`config.mk`:
```
export PLATFORM = sky130hd
export DESIGN_NAME = sup_ctrl
export DESIGN_NICKNAME = d
export VERILOG_FILES = /design/src/hw/rtl/sup_pkg.sv /design/src/hw/rtl/sup_ctrl.sv
export SDC_FILE = /design/constraint.sdc
export NUM_CORES = 1
export LEC_CHECK = 0
export BUFFER_PORTS_ARGS = -buffer_cell sky130_fd_sc_hd__buf_2
export CORE_AREA = 2 2 39 41
export CTS_BUF_LIST = sky130_fd_sc_hd__clkbuf_4 sky130_fd_sc_hd__clkbuf_8
export CTS_CLUSTER_SIZE = 16
export DETAILED_ROUTE_END_ITERATION = 7
export DIE_AREA = 0 0 41 43
export PLACE_DENSITY = 0.63
export SYNTH_ARGS = -nofsm -noshare
export SYNTH_HDL_FRONTEND = slang
export SYNTH_SLANG_ARGS = --single-unit
```
`constraint.sdc`:
```
create_clock -name clk -period 2.15 [get_ports clk]
set_clock_uncertainty 0.2 [all_clocks]
set_input_delay 0.1075 -clock clk [delete_from_list [all_inputs] [get_ports clk]]
set_output_delay 0.1075 -clock clk [all_outputs]
set_load 0.005 [all_outputs]
```
`src/hw/rtl/sup_pkg.sv`:
```
// ----------------------------------------------------------------------------
// sup_pkg
// shared types and constants of the supervisor automaton step block
// ----------------------------------------------------------------------------
package sup_pkg;

	localparam int STATE_W  = 8;
	localparam int EVENT_W  = 6;
	localparam int COUNT_W  = 7;
	localparam int ENTRY_W  = STATE_W + 1;
	localparam int MARK_W   = 2;
	localparam int ACTION_W = 3;
	localparam int KIND_W   = 2;
	localparam int S_DATA_W = 32;
	localparam int M_DATA_W = 40;

	typedef enum logic [ACTION_W-1:0] {
		ACT_STEP     = 3'd0,
		ACT_TEST     = 3'd1,
		ACT_LIST     = 3'd2,
		ACT_WR_TRANS = 3'd3,
		ACT_WR_MARKS = 3'd4,
		ACT_RESTART  = 3'd5
	} action_t;

	typedef enum logic [KIND_W-1:0] {
		KIND_STEP = 2'd0,
		KIND_TEST = 2'd1,
		KIND_LIST = 2'd2
	} kind_t;

	typedef enum logic [2:0] {
		ST_CLEAR,
		ST_IDLE,
		ST_STEP,
		ST_TEST,
		ST_LIST,
		ST_LIST_END
	} ctl_state_t;

	typedef struct packed {
		logic [EVENT_W-1:0] event_id;
		logic [STATE_W-1:0] table_state;
		logic [STATE_W-1:0] target_state;
		logic               entry_valid;
		logic               in_alphabet;
		logic               is_controllable;
	} item_t;

	typedef struct packed {
		kind_t              result_kind;
		logic               accepted;
		logic               moved;
		logic [STATE_W-1:0] now_state;
		logic [STATE_W-1:0] prior_state;
		logic               event_enabled;
		logic               has_event;
		logic [EVENT_W-1:0] listed_event;
		logic [COUNT_W-1:0] list_count;
		logic               last;
	} result_t;

	typedef struct packed {
		logic clear;
		logic rd_item;
		logic rd_list;
		logic rd_next;
		logic wr_trans;
		logic wr_marks;
		logic restart;
		logic list_eval;
		logic emit_step;
		logic emit_test;
		logic emit_final;
	} dp_cmd_t;

	typedef struct packed {
		logic clr_done;
		logic out_free;
		logic hit;
		logic pend;
		logic k_last;
	} dp_sts_t;

endpackage

```
`src/hw/rtl/sup_ctrl.sv`:
```
// ----------------------------------------------------------------------------
// sup_ctrl
// controller state machine: table clear, item dispatch, event list walk
// ----------------------------------------------------------------------------
module sup_ctrl (
	input  logic              clk,
	input  logic              arst_n,
	input  logic              s_tvalid,
	input  sup_pkg::action_t  action,
	output logic              s_tready,
	input  sup_pkg::dp_sts_t  sts,
	output sup_pkg::dp_cmd_t  cmd
);

	import sup_pkg::*;

	ctl_state_t state_q;
	ctl_state_t state_d;

	always_ff @(posedge clk or negedge arst_n) begin
		if (!arst_n) begin
			state_q <= ST_CLEAR;
		end else begin
			state_q <= state_d;
		end
	end

	always_comb begin
		state_d  = state_q;
		cmd      = '0;
		s_tready = 1'b0;
		unique case (state_q)
			ST_CLEAR: begin
				cmd.clear = 1'b1;
				if (sts.clr_done) begin
					state_d = ST_IDLE;
				end
			end
			ST_IDLE: begin
				s_tready = 1'b1;
				if (s_tvalid) begin
					unique case (action)
						ACT_STEP: begin
							cmd.rd_item = 1'b1;
							state_d     = ST_STEP;
						end
						ACT_TEST: begin
							cmd.rd_item = 1'b1;
							state_d     = ST_TEST;
						end
						ACT_LIST: begin
							cmd.rd_list = 1'b1;
							state_d     = ST_LIST;
						end
						ACT_WR_TRANS: cmd.wr_trans = 1'b1;
						ACT_WR_MARKS: cmd.wr_marks = 1'b1;
						ACT_RESTART:  cmd.restart  = 1'b1;
						default: ;
					endcase
				end
			end
			ST_STEP: begin
				if (sts.out_free) begin
					cmd.emit_step = 1'b1;
					state_d       = ST_IDLE;
				end
			end
			ST_TEST: begin
				if (sts.out_free) begin
					cmd.emit_test = 1'b1;
					state_d       = ST_IDLE;
				end
			end
			ST_LIST: begin
				// a new hit pushes the pending one out, which needs the output slot
				if (!(sts.hit && sts.pend && !sts.out_free)) begin
					cmd.list_eval = 1'b1;
					if (sts.k_last) begin
						state_d = ST_LIST_END;
					end else begin
						cmd.rd_next = 1'b1;
					end
				end
			end
			ST_LIST_END: begin
				if (sts.out_free) begin
					cmd.emit_final = 1'b1;
					state_d        = ST_IDLE;
				end
			end
			default: state_d = ST_CLEAR;
		endcase
	end

endmodule

```
## Word level (Yosys, flattened, before mapping)

Index checks and enable logic that the tools add are counted.

| storage, ports and cells | value |
|---|---|
| register bits | 3 |
| output and inout port bits | 12 |

| operators by class | value |
|---|---|
| eq/ne operators | 16 |
| mux-type cells | 27 |
| reductions and logical operators | 8 |

Operator list:

| operator | number |
|---|---|
| 3-bit 2-to-1 mux | 7 |
| 1-bit 2-to-1 mux | 16 |
| 3-bit by 2-bit equality test with 1-bit output, second input constant | 4 |
| 3-bit equality test, second input constant | 4 |
| 3-bit case mux with 4 select lines | 1 |
| 3-bit case mux with 3 select lines | 1 |
| 2-bit inequality test, second input constant | 4 |
| 3-bit by 1-bit equality test with 1-bit output, second input constant | 2 |
| 3-bit logical NOT | 2 |
| 6-bit AND reduction | 1 |
| 2-bit 2-to-1 mux | 2 |
| 4-bit by 1-bit inequality test with 1-bit output, second input constant | 1 |
| 3-bit OR reduction | 1 |
| 1-bit logical AND | 2 |
| 2-bit by 1-bit inequality test with 1-bit output, second input constant | 1 |
| 2-bit OR reduction | 1 |
| 1-bit logical NOT | 1 |

## Logic depth before layout (Yosys ltp)

| depth | value |
|---|---|
| depth in word-level cells | 5 |
| gate-level depth with buffers | 5 |
| mapped depth without buffers | 4 |

## Worst setup path before layout

OpenSTA, ideal clock, no wires.

| path | value |
|---|---|
| path type | reg2out |
| start point | reg state_q[2] |
| end point | out cmd[4] (netlist bit) |
| arrival time | 1.183 ns |
| setup slack | 0.660 ns |
| stages on the path, launching flop included | 6 |
| path buffers | 1 |
| cells stage by stage | dfrtp_1 > buf_6 > or3b_4 > nor2_2 > nand3_1 > nor2_1 |

RTL lines:

| what | RTL line | text |
|---|---|---|
| from (decl) | sup_ctrl.sv:17 | `ctl_state_t state_q;` |
| from (signal assigned) | sup_ctrl.sv:24 | `state_q <= state_d;` |
| to (decl) | sup_ctrl.sv:12 | `output sup_pkg::dp_cmd_t cmd` |

## Final worst setup path

| path | value |
|---|---|
| start point | reg state_q[2] |
| end point | reg state_q[2] |

| between the ends | value |
|---|---|
| word-level cells in the longest chain between the ends | 4 |
| elaborated cells between the ends (all ways) | 15 |
| those cells by class | eq/ne: 11; mux: 1; reduce/logical: 3 |

Ends and longest elaborated chain:

| what | RTL line | text |
|---|---|---|
| 3-bit equality test / 3-bit by 2-bit equality test with 1-bit output (equally long branches) | sup_ctrl.sv:32 | `unique case (state_q)` |
| 3-bit OR reduction (no line) | -- |  |
| 2-bit by 1-bit inequality test with 1-bit output (no line) | -- |  |
| 6-bit AND reduction (no line) | -- |  |

Several ways; a longest one is shown, not always the timed one.
A chain may end at the register's enable or synchronous reset.

==> results.md <==
* Summed instance area of the synthesized netlist at between 300 and 400 um^2
* Most used standard cells in the synthesized netlist: sky130_fd_sc_hd__nor2_1 (6), sky130_fd_sc_hd__nor3_1 (5), sky130_fd_sc_hd__inv_1 (4), sky130_fd_sc_hd__dfrtp_1 (3)
* Dominant synthesized flop cell: sky130_fd_sc_hd__dfrtp_1
* Placeable core region at 1380 um^2
* Global placement routability congestion at 0.714
* Share of synthesized flip-flops with an asynchronous set or reset at 100%
* CTS Root Buffer Type: sky130_fd_sc_hd__clkbuf_4
* DRT Wirelength at slightly below 1000 um
* Vertical die dimension at 43 um
* Initial Utilization at 24.9%
* Antenna Nets Post-Route at 0
* Share of layout cells above drive strength 1 at ~45%
* Drt first-iter violations at 6
* Worst Hold Launch: action[2]
* Library cell occupying the most area in the post-synthesis netlist: sky130_fd_sc_hd__dfrtp_1
* Critical path type: reg -> reg
* CTS buffer count at 3
* Count of different cell masters after synthesis at 26
* Peak fanout along the critical path at 9
* Maximum vdd drop at 273 uV
* Register bank with the most flops: state_q
* Slew at the pin with the worst max-slew slack at 0.295 ns
* Type of destination of the critical path: register
* Total routing resource utilization after global routing at 12.7%
* Mean cell area of the mapped netlist at roughly 7.3 um^2
* Area taken by multi-input logic gates at 223 um^2
* Overflow left after global routing at 0
* Largest net degree at the start of global routing at 11
* Number of antenna violations at the first check in global routing at 0
* Share of the cycle needed by the critical path after routing at 94.8%
* Lkg Pwr at between 0.2 and 0.3 nW
* CTS tree: built
* Wire length of the first global-routing pass at 1520 um
* Achievable frequency at 0.491 GHz
* Detailed-route via count at 423
* Flip-flop count of the largest register after layout at 3
* Final HPWL DP at 706 um
* Maximum number of buffers from clock root to sink at 2
* Floorplan die area at 1760 um^2
* Layout Cells excl Fill at 91
* I/O pin count at 23
* NumNets Final at 87
* DRC violation count after routing at 0
* Sink count of the clock tree at 3
* First-pass DRT Iterations at 2
* Setup-violating endpoint count in the final report at 0
* RR Startpoint: state_q[2]$_DFFE_PN0P_
* Post-synthesis cell count at 47
* CTS HTree Levels at 1
* Signal arrival time at the worst endpoint at 2.02 ns
* Class of the tightest hold or removal check: in -> reg
* Clock insertion delay at the later pin of the skew report at about 0.25 ns
* Number of violations of the max-capacitance limit at 0
* Crit path from: state_q[2]$_DFFE_PN0P_
* Slew headroom at 80.3%
* Post-Syn Nets at 58
* Power density of the placed cells at around 870 nW/um^2
* Final critical-path required period at around 2.0 ns
* Via count of the first global-routing pass at roughly 370
* Number of antenna repair diodes at 0
* RSZ-0062 raised after global routing: false
* WP data required at 2.13 ns
* Cell with the most instances after synthesis: sky130_fd_sc_hd__nor2_1
* Sequential-to-total area share from yosys stat at approximately 22%
* Number of core rows at 14
* Area used by sequential logic in the layout at 76.3 um^2
* Crit start category: register
* YS warnings at 0
* Avg WL per Cell at ~11 um
* Number of fillers in the final layout at between 100 and 150
* Fin. max-slew vios at 0
* Number of enable-type register cells in the synthesized netlist at 0
* Number of register bits inferred by synthesis at 3
* Cell types with the largest area share after synthesis: sky130_fd_sc_hd__dfrtp_1 (22%), sky130_fd_sc_hd__nor3_1 (7.3%), sky130_fd_sc_hd__buf_6 (6.5%)
* Area Growth Syn to Fin at 53.5%
* Status: complete, no violations
* Vias per Instance at 4.65
* Clock-pin slew reported for the worst setup and hold paths after clock tree synthesis at 0.04 ns
* Fin. Hold Viols at 0
* Top cell type's share of synthesized area at between 20% and 30%
* Biggest registers after layout: state_q (3)
* Total placed cells including tap cells at 82
* Setup TNS at 0 ns
* I/O Buffers at 22
* Overall die width at between 40 and 50 um
## metal layers
layer / share of wire (%) / vias to the layer above / global-route usage (%)
li1: - / 223 / -
met1: 43 / 175 / 16.2
met2: 43 / 23 / 17.8
met3: 12 / 2 / 2.09
met4: 2.1 / 0 / 10.0
met5: 0 / - / 0
## what timing repair did
item                       CTS  global route
setup endpoints to repair    0             1
gates resized for setup      0             1
hold buffers                 5             0
setup buffers                0             0
hold endpoints to repair     5             0
## power by group
group | internal (mW) | switching, mW
clock | 0.0825 | 0.0352
combinational | 0.118 | 0.107
sequential | 0.0764 | 0.0415
total | 0.277 | 0.184
## kinds of logic (layout without fill, tap and decap cells)
family	after synthesis	count (layout)	synth area share, %
AND/OR/NAND/NOR	25	25	41.8
AO/OA/AOI/OAI	11	11	22.9
flip-flops	3	3	21.8
buffers and inverters	8	36	13.5
## layout make-up
| cell class | count | area share [%] |
|---|---|---|
| Clock buffer | 4 | 5.69 |
| Tap cell | 16 | 3.79 |
| Inverter | 5 | 3.55 |
| Multi-Input combinational cell | 36 | 42.2 |
| Timing Repair Buffer | 27 | 30.3 |
| Sequential cell | 3 | 14.5 |
## path summary, 6_finish.rpt
| path | endpoint | slack, ns | cells after the start |
|---|---|---|---|
| worst max-delay path | state_q[2]$_DFFE_PN0P_ | 0.11 | 5 |
| worst min-delay path | state_q[0]$_DFFE_PN0P_ | 0.08 | 4 |
| worst max register to register | state_q[2]$_DFFE_PN0P_ | 0.11 | 5 |
| worst min register to register | state_q[0]$_DFFE_PN0P_ | 0.48 | 2 |
| max in group asynchronous | state_q[0]$_DFFE_PN0P_ | 1.05 | 3 |
| min in group asynchronous | state_q[2]$_DFFE_PN0P_ | 0.54 | 3 |
## critical path: stages, from the launching register on
cell	delay (ns)
sky130_fd_sc_hd__dfrtp_1	0.45
sky130_fd_sc_hd__or3b_4	0.45
sky130_fd_sc_hd__inv_2	0.08
sky130_fd_sc_hd__nand3_2	0.10
sky130_fd_sc_hd__o22ai_2	0.14
sky130_fd_sc_hd__dlygate4sd3_1	0.56
## cells in the final DEF, fill, tap and decap left out, types with 2 or more instances in the layout
| cell type | count |
|---|---|
| sky130_fd_sc_hd__buf_2 | 22 |
| sky130_fd_sc_hd__nor2_1 | 6 |
| sky130_fd_sc_hd__nor3_1 | 5 |
| sky130_fd_sc_hd__dlygate4sd3_1 | 5 |
| sky130_fd_sc_hd__inv_1 | 4 |
| sky130_fd_sc_hd__clkbuf_4 | 4 |
| sky130_fd_sc_hd__nor2b_1 | 2 |
| sky130_fd_sc_hd__nand2b_1 | 2 |
| sky130_fd_sc_hd__nand2_1 | 2 |
| sky130_fd_sc_hd__a21oi_1 | 2 |
| sky130_fd_sc_hd__o22ai_1 | 2 |
| sky130_fd_sc_hd__o21ai_0 | 2 |
| sky130_fd_sc_hd__dfrtp_1 | 2 |
## stage by stage
stage	setup slack, ns	area [um^2]	hold WS, ns	utilization (%)	power (mW)
4_1_cts	0.0615	527	0.0832	38.1	0.463
2_1_floorplan	0.660	344	-0.388	-	0.287
3_5_place_dp	0.505	447	-0.291	32.3	0.330
6_report	0.112	528	0.0766	38.2	0.461
3_3_place_gp	0.541	447	-0.293	32.3	0.324
5_1_grt	0.0208	528	0.119	38.2	0.502
No activity file was read; power rests on OpenSTA's default activity.
